--- config.mk ---
export PLATFORM = sky130hd
export DESIGN_NAME = mvsm_front
export DESIGN_NICKNAME = d
export VERILOG_FILES = /design/src/rtl/multi_voice_sample_mixer_unit_defines.svh /design/src/rtl/mvsm_pkg.sv /design/src/rtl/mvsm_front.sv
export SDC_FILE = /design/constraint.sdc
export NUM_CORES = 1
export LEC_CHECK = 0
export ABC_AREA = 1
export BUFFER_PORTS_ARGS = -buffer_cell sky130_fd_sc_hd__buf_2
export CAP_MARGIN = 20
export CORE_MARGIN = 3
export CORE_UTILIZATION = 35
export CTS_BUF_LIST = sky130_fd_sc_hd__clkbuf_16
export DETAILED_ROUTE_END_ITERATION = 8
export PLACE_DENSITY = 0.68
export SLEW_MARGIN = 10
export SYNTH_ARGS = -nofsm -noshare
export SYNTH_HDL_FRONTEND = slang
export SYNTH_SLANG_ARGS = --single-unit
--- constraint.sdc ---
create_clock -name clk -period 7.7 [get_ports clk]
set_clock_uncertainty 0.2 [all_clocks]
set_input_delay 1.54 -clock clk [delete_from_list [all_inputs] [get_ports clk]]
set_output_delay 1.54 -clock clk [all_outputs]
set_load 0.01 [all_outputs]
--- src/rtl/multi_voice_sample_mixer_unit_defines.svh ---
// ----------------------------------------------------------------------------
// Multi-voice sample mixer assertion macros
// Shared concurrent assertion forms, clocked on clk and disabled in reset.
// ----------------------------------------------------------------------------
`ifndef MULTI_VOICE_SAMPLE_MIXER_UNIT_DEFINES_SVH
`define MULTI_VOICE_SAMPLE_MIXER_UNIT_DEFINES_SVH

// Consequent must hold in the same cycle as the antecedent.
`define MVSM_ASSERT_NOW(name, ante, cons, msg) \
  name: assert property (@(posedge clk) disable iff (rst) (ante) |-> (cons)) \
    else $error(msg);

// Consequent must hold in the cycle after the antecedent.
`define MVSM_ASSERT_NEXT(name, ante, cons, msg) \
  name: assert property (@(posedge clk) disable iff (rst) (ante) |=> (cons)) \
    else $error(msg);

`endif

--- src/rtl/mvsm_pkg.sv ---
// ----------------------------------------------------------------------------
// Multi-voice sample mixer package
// Sizes, command codes, register indexes and the item types shared by the
// front end, the queue, the mixing engine and the top level.
// ----------------------------------------------------------------------------
package mvsm_pkg;

  localparam int MAX_VOICES   = 8;
  localparam int BUFFER_WORDS = 65536;
  localparam int MAX_CHANNELS = 8;

  localparam int ADDR_W   = (BUFFER_WORDS > 1) ? $clog2(BUFFER_WORDS) : 1;
  localparam int VIDX_W   = (MAX_VOICES > 1) ? $clog2(MAX_VOICES) : 1;
  localparam int VCNT_W   = $clog2(MAX_VOICES + 1);
  localparam int SAMPLE_W = 16;
  localparam int POS_W    = 17;
  localparam int CH_W     = 3;
  localparam int CCNT_W   = 4;
  localparam int LADDR_W  = 16;
  // Frame position times channel count plus channel index.
  localparam int VADDR_W  = POS_W + CCNT_W + 1;
  // The stream sample plus one word per voice.
  localparam int ACC_W    = SAMPLE_W + VCNT_W;

  localparam logic [POS_W-1:0] POS_IDLE = '1;

  localparam int QDEPTH = 2;
  localparam int QPTR_W = (QDEPTH > 1) ? $clog2(QDEPTH) : 1;
  localparam int QCNT_W = $clog2(QDEPTH + 1);

  localparam int PADDR_W = 4;
  localparam logic [1:0] REG_BUFFER_FRAMES = 2'd0;
  localparam logic [1:0] REG_CHANNEL_COUNT = 2'd1;
  localparam logic [1:0] REG_VOICES_IN_USE = 2'd2;

  typedef enum logic [1:0] {
    OP_MIX  = 2'd0,
    OP_PLAY = 2'd1,
    OP_STOP = 2'd2,
    OP_LOAD = 2'd3
  } op_t;

  typedef struct packed {
    op_t                        op;
    logic signed [SAMPLE_W-1:0] sample;
    logic [LADDR_W-1:0]         load_addr;
    logic                       chunk;
    logic                       load_ok;
  } item_t;

  typedef struct packed {
    logic [POS_W-1:0]  buffer_frames;
    logic [CCNT_W-1:0] channel_count;
    logic [CCNT_W-1:0] voices_in_use;
  } cfg_t;

  typedef struct packed {
    logic signed [SAMPLE_W-1:0] sample_out;
    logic                       accepted;
  } result_t;

endpackage

--- src/rtl/mvsm_front.sv ---
// ----------------------------------------------------------------------------
// Multi-voice sample mixer front end
// Registers each input item and classifies it for the mixing engine.
// ----------------------------------------------------------------------------
module mvsm_front (
  input  logic                                 clk,
  input  logic                                 rst,
  input  logic                                 in_valid,
  output logic                                 in_ready,
  input  logic [1:0]                           in_cmd,
  input  logic signed [mvsm_pkg::SAMPLE_W-1:0] in_sample,
  input  logic [mvsm_pkg::LADDR_W-1:0]         in_load_addr,
  input  logic                                 in_chunk,
  output logic                                 out_valid,
  input  logic                                 out_ready,
  output mvsm_pkg::item_t                      out_item,
  output logic                                 busy
);

  logic            hold_valid;
  mvsm_pkg::item_t hold_item;
  mvsm_pkg::item_t item_next;

  assign in_ready = !hold_valid || out_ready;

  // Chunk start only matters on mix items; loads past the store are dropped.
  always_comb begin
    item_next.op        = mvsm_pkg::op_t'(in_cmd);
    item_next.sample    = in_sample;
    item_next.load_addr = in_load_addr;
    item_next.chunk     = in_chunk && (mvsm_pkg::op_t'(in_cmd) == mvsm_pkg::OP_MIX);
    item_next.load_ok   = 32'(in_load_addr) < 32'(mvsm_pkg::BUFFER_WORDS);
  end

  always_ff @(posedge clk) begin
    if (rst) begin
      hold_valid <= 1'b0;
    end else if (in_ready) begin
      hold_valid <= in_valid;
    end
  end

  always_ff @(posedge clk) begin
    if (in_valid && in_ready) begin
      hold_item <= item_next;
    end
  end

  assign out_valid = hold_valid;
  assign out_item  = hold_item;
  assign busy      = hold_valid;

endmodule

==> flow_summary.json <==
{
  "netlist-cell-type-count": 10,
  "fp.dieW_um": 62.7,
  "die_h_um": 62.7,
  "reg2reg_to": "out_item[27]$_DFFE_PP_",
  "postSynthAreaPerCell_um2": 25.0,
  "r2r-start": "busy$_SDFFE_PP0P_",
  "rsz0062_at_grt": "no",
  "ff2ff_path_depth": 2,
  "insertedDiodeCount": 0,
  "drv_cap": 0,
  "cts_buffers": 5,
  "design.core.area_mm2": 0.00290,
  "clkTransAtPathRegs_ns": 0.05,
  "critPathLaunch": "out_ready",
  "fmax_ghz": 0.273,
  "ir_drop_v": 0.000103,
  "first_pass_iters": 4,
  "htreeDepth": 2,
  "ys.warnings.count": 0,
  "cts_sinks": 36,
  "setup_ws_ns": 4.04,
  "fin_crit_sh_pct": 47.5,
  "synth-seq-cells": 36,
  "synth_cells": 45,
  "grt_usage_pct": 12.2,
  "arrival_ns": 1.92,
  "tns_ns": 0,
  "antenna_found_initial": 0,
  "leakagePower_nw": 0.751,
  "cts_tree": "yes",
  "cts_hold_buf": 0,
  "status": "complete, no violations",
  "powerDensity_mw_per_mm2": 260,
  "grt_max_degree": 36,
  "first_global_vias": 744,
  "final_util_pct": 59.1,
  "place_ws_ns": 4.04,
  "ios": 78,
  "first_iter_violations": 60,
  "gp_congestion": 0.628,
  "grt_pass1_wl_um": 3510,
  "crit_type": "primary input to output port",
  "start_kind": "primary input",
  "synth_area_mm2": 0.00112,
  "postCtsResizedCells": 0,
  "dieArea_mm2": 0.00393,
  "overflow": 0,
  "worst-path-max-fanout": 2,
  "crit_path_end": "in_ready",
  "area_delta_synth_final_pct": 52.5,
  "insertion_delay_ns": 0.27,
  "hp-class": "register to register",
  "synth_nets": 84,
  "postCtsSetupBuffers": 0,
  "drt-wirelength-per-cell_um": 13.1,
  "cp-end-kind": "output port",
  "drtAntennaViolNets": 0,
  "wl_um": 2220,
  "drive_above_1_share_pct": 68.5,
  "min_period_ns": 3.66,
  "vias": 713,
  "initial_utilization_pct": 38.8,
  "port-buffer-count": 76,
  "final_max_slew_viol_count": 0,
  "hold_violations": 0,
  "place_hpwl_um": 1700,
  "drc": 0,
  "reg2reg_setup_slack_ns": 6.24,
  "final_nets": 166,
  "vias_per_cell": 4.22,
  "ys_seq_area_share_pct": 95.2,
  "setup_violations": 0,
  "cts_root_buffer": "clkbuf_16",
  "cts_max_path_buffers": 2,
  "holdWs_ns": 0.340,
  "required_ns": 5.96,
  "rows": 19
}
state kept, by name, indices dropped and copies added, names as in the netlist:
register  flops
out_item     35
busy          1
cell usage after synthesis:
| cell type | instances | share of area (%) |
|---|---|---|
| a21oi_2 | 1 | 0.78 |
| conb_1 | 1 | 0.33 |
| dfxtp_1 | 1 | 1.8 |
| nand2_2 | 1 | 0.56 |
| edfxtp_1 | 35 | 93 |
| nor3b_1 | 1 | 0.67 |
| buf_4 | 2 | 1.3 |
| inv_1 | 1 | 0.33 |
| a21oi_1 | 1 | 0.44 |
| inv_2 | 1 | 0.33 |
cell type report:
class | instances | area, um^2
clock buffer | 5 | 125
clock inverter | 2 | 8.76
fill | 247 | 1180
inverter | 2 | 7.51
multi-input combinational | 5 | 42.5
sequential | 36 | 1070
tap | 42 | 52.6
timing repair buffer | 77 | 408
power breakdown:
part / internal [mW] / total, mW / switching (mW)
combinational: 0.0167 / 0.0355 / 0.0187
clock: 0.116 / 0.178 / 0.0627
sequential: 0.229 / 0.232 / 0.00287
layer usage:
metal,vias up,part of all wire [%],track usage (%)
met1,330,37,12.8
li1,330,-,-
met4,0,0.95,7.44
met3,2,13,6.29
met2,51,48,19.3
met5,-,0,0
worst max-delay path: stages:
cell     delay (ns)
buf_2          0.10
inv_2          0.07
nand2_2        0.06
buf_2          0.14
cells by family after synthesis:
| logic type | count (synthesis) | share of synthesized area (%) |
|---|---|---|
| simple gates | 2 | 1.22 |
| compound gates | 2 | 1.22 |
| other cells | 1 | 0.333 |
| flops | 36 | 95.2 |
| buf+inv | 4 | 2.00 |
through the flow:
stage	cells	power, mW	instance area, um^2
after detailed placement	161	0.270	1550
after floorplan	45	0.249	1120
after CTS	168	0.450	1690
final	169	0.446	1720
after global placement	161	0.268	1550
after global routing	169	0.464	1720
cells in the final DEF (no fill, tap or decap):
| cell type | n |
|---|---|
| dfxtp_1 | 1 |
| clkbuf_16 | 5 |
| a21oi_2 | 1 |
| buf_16 | 1 |
| nor3b_1 | 1 |
| a21oi_4 | 1 |
| buf_2 | 76 |
| inv_2 | 1 |
| edfxtp_1 | 35 |
| conb_1 | 1 |
| clkinv_2 | 1 |
| nand2_2 | 1 |
| inv_1 | 2 |
worst min-delay path by stage:
stage / start / endpoint / cells past startpoint
global route: busy$_SDFFE_PP0P_ / busy$_SDFFE_PP0P_ / 2
detailed placement: busy$_SDFFE_PP0P_ / busy$_SDFFE_PP0P_ / 2
finish: busy$_SDFFE_PP0P_ / busy$_SDFFE_PP0P_ / 2
floorplan: busy$_SDFFE_PP0P_ / busy$_SDFFE_PP0P_ / 2
CTS: busy$_SDFFE_PP0P_ / busy$_SDFFE_PP0P_ / 2
global placement: busy$_SDFFE_PP0P_ / busy$_SDFFE_PP0P_ / 2
(Power assumes the default switching activity.)
