==> src/rtl/multi_voice_sample_mixer_unit_defines.svh <==
// ----------------------------------------------------------------------------
// Multi-voice sample mixer assertion macros
// Shared concurrent assertion forms, clocked on clk and disabled in reset.
// ----------------------------------------------------------------------------
`ifndef MULTI_VOICE_SAMPLE_MIXER_UNIT_DEFINES_SVH
`define MULTI_VOICE_SAMPLE_MIXER_UNIT_DEFINES_SVH

// Consequent must hold in the same cycle as the antecedent.
`define MVSM_ASSERT_NOW(name, ante, cons, msg) \
  name: assert property (@(posedge clk) disable iff (rst) (ante) |-> (cons)) \
    else $error(msg);

// Consequent must hold in the cycle after the antecedent.
`define MVSM_ASSERT_NEXT(name, ante, cons, msg) \
  name: assert property (@(posedge clk) disable iff (rst) (ante) |=> (cons)) \
    else $error(msg);

`endif

==> src/rtl/mvsm_pkg.sv <==
// ----------------------------------------------------------------------------
// Multi-voice sample mixer package
// Sizes, command codes, register indexes and the item types shared by the
// front end, the queue, the mixing engine and the top level.
// ----------------------------------------------------------------------------
package mvsm_pkg;

  localparam int MAX_VOICES   = 8;
  localparam int BUFFER_WORDS = 65536;
  localparam int MAX_CHANNELS = 8;

  localparam int ADDR_W   = (BUFFER_WORDS > 1) ? $clog2(BUFFER_WORDS) : 1;
  localparam int VIDX_W   = (MAX_VOICES > 1) ? $clog2(MAX_VOICES) : 1;
  localparam int VCNT_W   = $clog2(MAX_VOICES + 1);
  localparam int SAMPLE_W = 16;
  localparam int POS_W    = 17;
  localparam int CH_W     = 3;
  localparam int CCNT_W   = 4;
  localparam int LADDR_W  = 16;
  // Frame position times channel count plus channel index.
  localparam int VADDR_W  = POS_W + CCNT_W + 1;
  // The stream sample plus one word per voice.
  localparam int ACC_W    = SAMPLE_W + VCNT_W;

  localparam logic [POS_W-1:0] POS_IDLE = '1;

  localparam int QDEPTH = 2;
  localparam int QPTR_W = (QDEPTH > 1) ? $clog2(QDEPTH) : 1;
  localparam int QCNT_W = $clog2(QDEPTH + 1);

  localparam int PADDR_W = 4;
  localparam logic [1:0] REG_BUFFER_FRAMES = 2'd0;
  localparam logic [1:0] REG_CHANNEL_COUNT = 2'd1;
  localparam logic [1:0] REG_VOICES_IN_USE = 2'd2;

  typedef enum logic [1:0] {
    OP_MIX  = 2'd0,
    OP_PLAY = 2'd1,
    OP_STOP = 2'd2,
    OP_LOAD = 2'd3
  } op_t;

  typedef struct packed {
    op_t                        op;
    logic signed [SAMPLE_W-1:0] sample;
    logic [LADDR_W-1:0]         load_addr;
    logic                       chunk;
    logic                       load_ok;
  } item_t;

  typedef struct packed {
    logic [POS_W-1:0]  buffer_frames;
    logic [CCNT_W-1:0] channel_count;
    logic [CCNT_W-1:0] voices_in_use;
  } cfg_t;

  typedef struct packed {
    logic signed [SAMPLE_W-1:0] sample_out;
    logic                       accepted;
  } result_t;

endpackage

==> src/rtl/mvsm_queue.sv <==
// ----------------------------------------------------------------------------
// Multi-voice sample mixer item queue
// Short FIFO of classified items between the front end and the engine.
// ----------------------------------------------------------------------------
module mvsm_queue (
  input  logic            clk,
  input  logic            rst,
  input  logic            push_valid,
  output logic            push_ready,
  input  mvsm_pkg::item_t push_item,
  output logic            pop_valid,
  input  logic            pop_ready,
  output mvsm_pkg::item_t pop_item
);

  mvsm_pkg::item_t                 slots [mvsm_pkg::QDEPTH];
  logic [mvsm_pkg::QPTR_W-1:0]     wr_ptr;
  logic [mvsm_pkg::QPTR_W-1:0]     rd_ptr;
  logic [mvsm_pkg::QCNT_W-1:0]     count;
  logic                            push;
  logic                            pop;

  assign push_ready = count != mvsm_pkg::QCNT_W'(mvsm_pkg::QDEPTH);
  assign pop_valid  = count != '0;
  assign push       = push_valid && push_ready;
  assign pop        = pop_valid && pop_ready;
  assign pop_item   = slots[rd_ptr];

  always_ff @(posedge clk) begin
    if (rst) begin
      wr_ptr <= '0;
      rd_ptr <= '0;
      count  <= '0;
    end else begin
      if (push) begin
        wr_ptr <= (wr_ptr == mvsm_pkg::QPTR_W'(mvsm_pkg::QDEPTH - 1)) ? '0 : wr_ptr + 1'b1;
      end
      if (pop) begin
        rd_ptr <= (rd_ptr == mvsm_pkg::QPTR_W'(mvsm_pkg::QDEPTH - 1)) ? '0 : rd_ptr + 1'b1;
      end
      unique case ({push, pop})
        2'b10:   count <= count + 1'b1;
        2'b01:   count <= count - 1'b1;
        2'b00,
        2'b11:   count <= count;
      endcase
    end
  end

  always_ff @(posedge clk) begin
    if (push) begin
      slots[wr_ptr] <= push_item;
    end
  end

endmodule

==> config.mk <==
export PLATFORM = sky130hd
export DESIGN_NAME = mvsm_queue
export DESIGN_NICKNAME = d
export VERILOG_FILES = /design/src/rtl/multi_voice_sample_mixer_unit_defines.svh /design/src/rtl/mvsm_pkg.sv /design/src/rtl/mvsm_queue.sv
export SDC_FILE = /design/constraint.sdc
export NUM_CORES = 1
export LEC_CHECK = 0
export ABC_AREA = 1
export ABC_CLOCK_PERIOD_IN_PS = 3400
export BUFFER_PORTS_ARGS = -buffer_cell sky130_fd_sc_hd__buf_2
export CAP_MARGIN = 5
export CORE_MARGIN = 2
export CORE_UTILIZATION = 45
export DETAILED_ROUTE_END_ITERATION = 10
export GPL_ROUTABILITY_DRIVEN = 0
export PLACE_DENSITY = 0.72
export SLEW_MARGIN = 20
export SYNTH_ARGS = -nofsm -noshare
export SYNTH_HDL_FRONTEND = slang
export SYNTH_SLANG_ARGS = --single-unit
==> constraint.sdc <==
create_clock -name clk -period 3.4 [get_ports clk]
set_clock_uncertainty 0.1 [all_clocks]
set_input_delay 0.17 -clock clk [delete_from_list [all_inputs] [get_ports clk]]
set_output_delay 0.17 -clock clk [all_outputs]
set_load 0.02 [all_outputs]
==> results of run 1 <==
-- metrics by stage --
step / utilization / power (mW) / hold slack (ns) / cells / setup WS, ns
finish: 0.628 / 2.53 / 0.127 / 355 / 1.09
global route: 0.628 / 2.64 / 0.184 / 355 / 0.950
CTS: 0.628 / 2.55 / 0.100 / 355 / 1.04
detailed placement: 0.537 / 1.82 / 0.262 / 301 / 1.33
global placement: 0.537 / 1.81 / 0.260 / 301 / 1.44
floorplan: - / 1.68 / 0.169 / 150 / 0.596
-- cells in the final DEF (no fill, tap or decap) --
cell type      netlist  routed
clkinv_2             0       2
nor2_4               0       2
inv_1                8       8
clkbuf_8             0       9
edfxtp_1            72      72
nor2_1              10       8
mux2_4              30      30
dlygate4sd3_1        0      38
clkinv_1             0       2
nand2_1              8       8
mux2_2               6       6
ha_1                 1       1
bufinv_16            0       2
a21oi_1              2       2
dfxtp_1              5       4
clkbuf_1             0       1
nand4_1              1       1
o21ai_0              3       3
dfxtp_2              0       1
buf_4                0       1
buf_2                0      77
-- sequential cells by signal (all words and copies together), names as in the netlist, named ones only --
name	flops
count	2
rd_ptr	1
slots	72
wr_ptr	1
-- metal layers --
layer,routed length (um),part of all wire,vias up
met5,0,0,-
met4,132,0.026,0
met3,216,0.043,12
met2,2670,0.53,47
met1,2050,0.40,779
li1,-,-,805
-- layout make-up --
type                    instances  area, um^2  area share
flip-flops and latches         77        2260       0.564
repair buffers                116         773       0.193
multi-input cells              61         644       0.161
clock buffers                  10         128      0.0318
well taps                      77        96.3      0.0240
clock inverters                 6        77.6      0.0193
inverters                       8        30.0     0.00748
-- worst register-to-register path, cell delays in order, from the launching register on --
cell     delay [ns]
dfxtp_1        0.36
inv_1          0.10
nand2_1        0.11
nand2_1        0.18
nor2_4         0.83
-- power by group through the flow --
stage	registers (mW)	clock network [mW]	logic, mW
after floorplan	1.21	0	0.473
after global placement	1.24	0	0.564
after detailed placement	1.25	0	0.571
after CTS	1.23	0.719	0.607
after global routing	1.24	0.762	0.642
final	1.22	0.700	0.605
-- worst min path at each step --
stage,startpoint,endpoint,slack [ns],cells past startpoint
floorplan,push_item[0],slots[0][0]$_DFFE_PP_,0.17,0
global placement,push_item[26],slots[1][26]$_DFFE_PP_,0.26,1
detailed placement,push_item[6],slots[0][6]$_DFFE_PP_,0.26,1
CTS,pop_ready,rd_ptr$_SDFFE_PP0N_,0.1,5
global route,pop_ready,register,0.18,5
finish,pop_ready,rd_ptr$_SDFFE_PP0N_,0.13,5
-- kinds of logic (layout without fill, tap and decap cells) --
logic type / count (synthesis) / count (layout) / share of synthesized area
compound gates: 5 / 5 / 0.00836
fa+ha+maj: 1 / 1 / 0.00418
buf+inv: 12 / 140 / 0.0339
flops: 77 / 77 / 0.756
mux: 36 / 36 / 0.173
simple gates: 19 / 19 / 0.0247
-- timing repair --
| item | 4_1_cts | 5_1_grt |
|---|---|---|
| resized for setup | 0 | 0 |
| endpoints found under the hold margin | 74 | 0 |
| hold buffers | 38 | 0 |
==> metrics.yaml, run 1 <==
outcome:
  status: "finished, final reports clean"
yosys:
  syn_inst: 150
  ys.flop_type: "edfxtp_1"
  ys_warn_count: 0
  synthTopCellsByCount: "edfxtp_1 (72), mux2_4 (30), nor2_1 (10)"
  synth.avg_cell_area_um2: 20.0
  async_flop_share: 0
  yosysTopAreaCellShare: 0.722
  syn-num-nets: 191
  synth_edf_count: 72
  netlist_area_um2: 2990
  synth-seq-cells: 77
  netlist_top_cells_area: "edfxtp_1 (72%), mux2_4 (15%), dfxtp_1 (3.3%), mux2_2 (2.3%), buf_12 (2.0%)"
  yosysSeqAreaShare: 0.756
  yosysMostFrequentCell: "edfxtp_1"
  synth_top_cell_by_area: "edfxtp_1"
  synth_cell_type_count: 13
setup_path:
  critPathBufInv: 2
  max_stage_delay_ns: 0.86
  reg2regPathDepth: 4
  cp_slowest_cell: "dfxtp_2"
  rrSetupSlack_ns: 1.35
  worstPathCellList: "buf_4, mux2_4, buf_2"
  worst-path-stages: 3
  critPathKind: "reg2out"
  cp-start-kind: "register"
  crit_arrival_ns: 2.04
  rr_startpoint: "count[0]$_SDFFE_PP0N_"
  path_delay_family: "flip-flops"
  end_kind: "output port"
  cp-endpoint: "pop_item[7]"
  crit_required_ns: 3.13
  r2r_end: "slots[0][11]$_DFFE_PP_"
  crit_fanout: 27
floorplan:
  pin_count: 78
  die_w_um: 85.6
  dieArea_um2: 7320
  start_util: 0.469
  core_area_um2: 6390
  die_h_um: 85.6
  num_rows: 29
power_and_ir_drop:
  switching_share: 0.269
  p_int_mw: 1.85
  ir_worst_vdd_mv: 0.309
  clkPwrFrac: 0.277
  leakagePower_nw: 1.61
  seqPwrFrac: 0.484
  comb_power_share: 0.239
  p_per_area_nw_per_um2: 631
  power_switching_mw: 0.679
global_routing:
  grt_util_met1: 0.149
  grt_busiest_layer: "met2"
  grt.met2_usage: 0.252
  grt_pass1_wl_um: 7580
  antenna_found_initial: 0
  grt.overflow.total: 0
  grt_use_met3: 0.0356
  grt_pass1_vias: 1657
  grt_max_degree: 37
  grtUsageTotal: 0.143
finish:
  final_area_um2: 4010
  fillers: 451
  fin_nets: 314
  antenna_cells: 0
  drive_gt1_frac: 0.468
  area_growth_syn_to_layout_pct: 34.1
cts:
  clock_latency_ns: 0.33
  clkSlewWorstSetupHoldPaths_ns: 0.07
  clock_sinks: 77
  numCtsBuffers: 9
  clock_path_buffers: 2
  tritoncts: "yes"
  cts_setup_buffers: 0
  root_buffer: "clkbuf_8"
  h-tree-depth: 3
sta:
  finalMaxSlewViolations: 0
  setup_tns_ns: 0
  period_needed_ns: 2.31
  period_share: 0.681
  fmax_ghz: 0.432
  setup_viol: 0
  max_slew_margin: 0.310
  hold_violations: 0
  rsz0062_at_grt: "false"
  tightest_slew_ns: 1.03
detailed_routing:
  drt-pass1-iter-count: 4
  drtAntennaViolNets: 0
  wl_per_cell_um: 14.3
  viasPerCell: 4.63
  drt_iter0_markers: 55
  vias: 1643
  routed_wl_um: 5070
  route.detailed.drc: 0
placement:
  place_area_um2: 3430
  numPortBuffers: 77
  dp_hpwl_um: 3110
run:
  cap_violations: 0
worst_hold_path:
  holdCritPathClass: "in2reg"
Power figures use the tool's default switching activity.
==> inputs of run 2 (changes only) <==
--- a/config.mk
+++ b/config.mk
@@ -6,7 +6,7 @@
 export NUM_CORES = 1
 export LEC_CHECK = 0
 export ABC_AREA = 1
-export ABC_CLOCK_PERIOD_IN_PS = 3400
+export ABC_CLOCK_PERIOD_IN_PS = 2300
 export BUFFER_PORTS_ARGS = -buffer_cell sky130_fd_sc_hd__buf_2
 export CAP_MARGIN = 5
 export CORE_MARGIN = 2
==> constraint.sdc (replaced) <==
create_clock -name clk -period 2.3 [get_ports clk]
set_clock_uncertainty 0.1 [all_clocks]
set_input_delay 0.115 -clock clk [delete_from_list [all_inputs] [get_ports clk]]
set_output_delay 0.115 -clock clk [all_outputs]
set_load 0.02 [all_outputs]
==> run 2 against run 1 <==
  * Utilization grew 0.76 points
  * Register-to-register slack lost 0.78 ns
  * Count of clock-buffer cells in the layout grew 2
  * First-iteration DRC count grew 87%
  * Via count grew 0.55%
  * Die area is the same
  * Global-route usage grew 0.54 points
  * Critical endpoint unchanged
  * Largest power group unchanged
==> metrics.yaml, run 2 (synthesized netlist as in run 1, its figures left out) <==
cts:
  numCtsBuffers: 9  # unchanged
  clock_sinks: 77  # unchanged
  clkSlewWorstSetupHoldPaths_ns: 0.07  # about the same
  clock_path_buffers: 2  # unchanged
  root_buffer: "clkbuf_8"
  post_cts_resized: 0  # unchanged
  clock_latency_ns: 0.33  # about the same
  tritoncts: "yes"
  h-tree-depth: 3  # unchanged
setup_path:
  max_stage_delay_ns: 0.64  # -0.22 ns
  rrSetupSlack_ns: 0.57  # -0.78 ns
  end_kind: "output port"
  crit_arrival_ns: 1.75  # -0.29 ns
  crit_fanout: 16  # -41%
  cp-start-kind: "register"
  cp_slowest_cell: "dfxtp_2"
  crit_required_ns: 2.09  # -1.04 ns
  worstPathCellList: "buf_4, mux2_4, buf_2"
  critPathKind: "reg2out"
placement:
  numPortBuffers: 77  # unchanged
  place_area_um2: 3490  # +1.8%
  dp_hpwl_um: 3250  # +4.5%
  placed_cells: 304  # +1.0%
worst_hold_path:
  holdCritPathClass: "in2reg"
power_and_ir_drop:
  leakagePower_nw: 1.63  # +1.3%
  ir_worst_vdd_mv: 0.483  # +56%
  total_power_mw: 3.68  # +45%
  p_per_area_nw_per_um2: 905  # +44%
sta:
  period_share: 0.854
  finalMaxSlewViolations: 0  # unchanged
  tightest_slew_ns: 0.496  # -0.537 ns
  rsz0062_at_grt: "false"
  hold_ws_ns: 0.0776  # -0.0496 ns
  period_needed_ns: 1.96
  fmax_ghz: 0.509
  max_slew_margin: 0.669  # +0.360
  setup_viol: 0  # unchanged
  hold_violations: 0  # unchanged
floorplan:
  core_area_um2: 6390  # unchanged
  start_util: 0.469  # unchanged
  num_rows: 29  # unchanged
  die_h_um: 85.6  # unchanged
  pin_count: 78  # unchanged
  dieArea_um2: 7320  # unchanged
  die_w_um: 85.6  # unchanged
finish:
  final_area_um2: 4060  # +1.2%
  fin_nets: 318  # +1.3%
  antenna_cells: 0  # unchanged
  regMostFlops: "slots"
  area_growth_syn_to_layout_pct: 35.7
  fillers: 458  # +1.6%
  fin_util: 0.636  # +0.00764
  drive_gt1_frac: 0.472  # +0.00401
  final-instance-count-excl-fill: 359  # +1.1%
  final-seq-area_um2: 2260  # unchanged
  final_cell_mix: "buf_2 (77), edfxtp_1 (72), dlygate4sd3_1 (39), mux2_4 (30), clkbuf_8 (9)"
  reg_top3: "slots: 72 flops, count: 2 flops"
  final_common_cell: "buf_2"
  largest_reg_flops: 72  # unchanged
  multi_input_area_um2: 644  # unchanged
detailed_routing:
  viasPerCell: 4.60  # -0.57%
  drt-pass1-iter-count: 4  # unchanged
  wl_per_cell_um: 14.3  # about the same
  route.detailed.drc: 0  # unchanged
  vias: 1652  # +0.55%
  routed_wl_um: 5120  # +1.1%
  drtAntennaViolNets: 0  # unchanged
  drt_iter0_markers: 103  # +87%
run:
  cap_violations: 0  # unchanged
global_routing:
  grt_max_degree: 37  # unchanged
  grt_pass1_vias: 1712  # +3.3%
  grt_pass1_wl_um: 8020  # +5.8%
  grt.overflow.total: 0  # unchanged
  antenna_found_initial: 0  # unchanged
  grtUsageTotal: 0.149  # +0.00535
outcome:
  status: "finished, final reports clean"
==> run 2: cell count changes in the layout (fill, tap and decap cells not counted), sizes merged <==
cell and change:
buf +3, clkbuf +2, bufinv -1, clkinv -1, dlygate4sd3 +1
==> run 2: final timing paths <==
path	to	cells past startpoint	from
worst min register to register	rd_ptr$_SDFFE_PP0N_	2	rd_ptr$_SDFFE_PP0N_
worst max register to register	wr_ptr$_SDFFE_PP0P_	6	count[0]$_SDFFE_PP0N_
worst min-delay path	rd_ptr$_SDFFE_PP0N_	5	pop_ready
worst max-delay path	pop_item[7]	3	register
==> run 2: layout make-up <==
type,instances,area share
clock inverter,4,0.0120
inverter,8,0.00739
sequential,77,0.557
tap,77,0.0237
multi-input combinational,61,0.159
timing repair buffer,120,0.208
clock buffer,12,0.0333
==> run 2: per-stage QoR <==
| stage | TNS (ns) | setup slack, ns |
|---|---|---|
| 2_1_floorplan | -36.31 | -0.504 |
| 3_3_place_gp | 0 | 0.694 |
| 3_5_place_dp | 0 | 0.658 |
| 4_1_cts | 0 | 0.288 |
| 5_1_grt | 0 | 0.219 |
| 6_report | 0 | 0.335 |
==> run 2: critical path: cells and delay by family, from the launching register on <==
family / cells / cell delay (ns)
buffers and inverters: 2 / 0.47
DFF: 1 / 0.64
muxes: 1 / 0.31
==> run 2: layer usage <==
metal  wire length (um)  vias up  GRT usage
met5                  0        -          0
met4                191        0      0.102
met3                234       13     0.0346
met2               2590       49      0.246
met1               2110      773      0.171
li1                   -      817          -
==> run 2: report_power, final <==
| part | internal, mW | total, mW | leakage, nW | switching [mW] |
|---|---|---|---|---|
| Combinational | 0.454 | 0.949 | 0.823 | 0.495 |
| Sequential | 1.71 | 1.79 | 0.715 | 0.0766 |
| Clock | 0.501 | 0.937 | 0.0943 | 0.437 |
| Total | 2.67 | 3.68 | 1.63 | 1.01 |
==> run 2: repair_timing <==
item / CTS / global route
setup buffers: 0 / 0
hold buffers: 39 / 0
hold endpoints to repair: 75 / 0
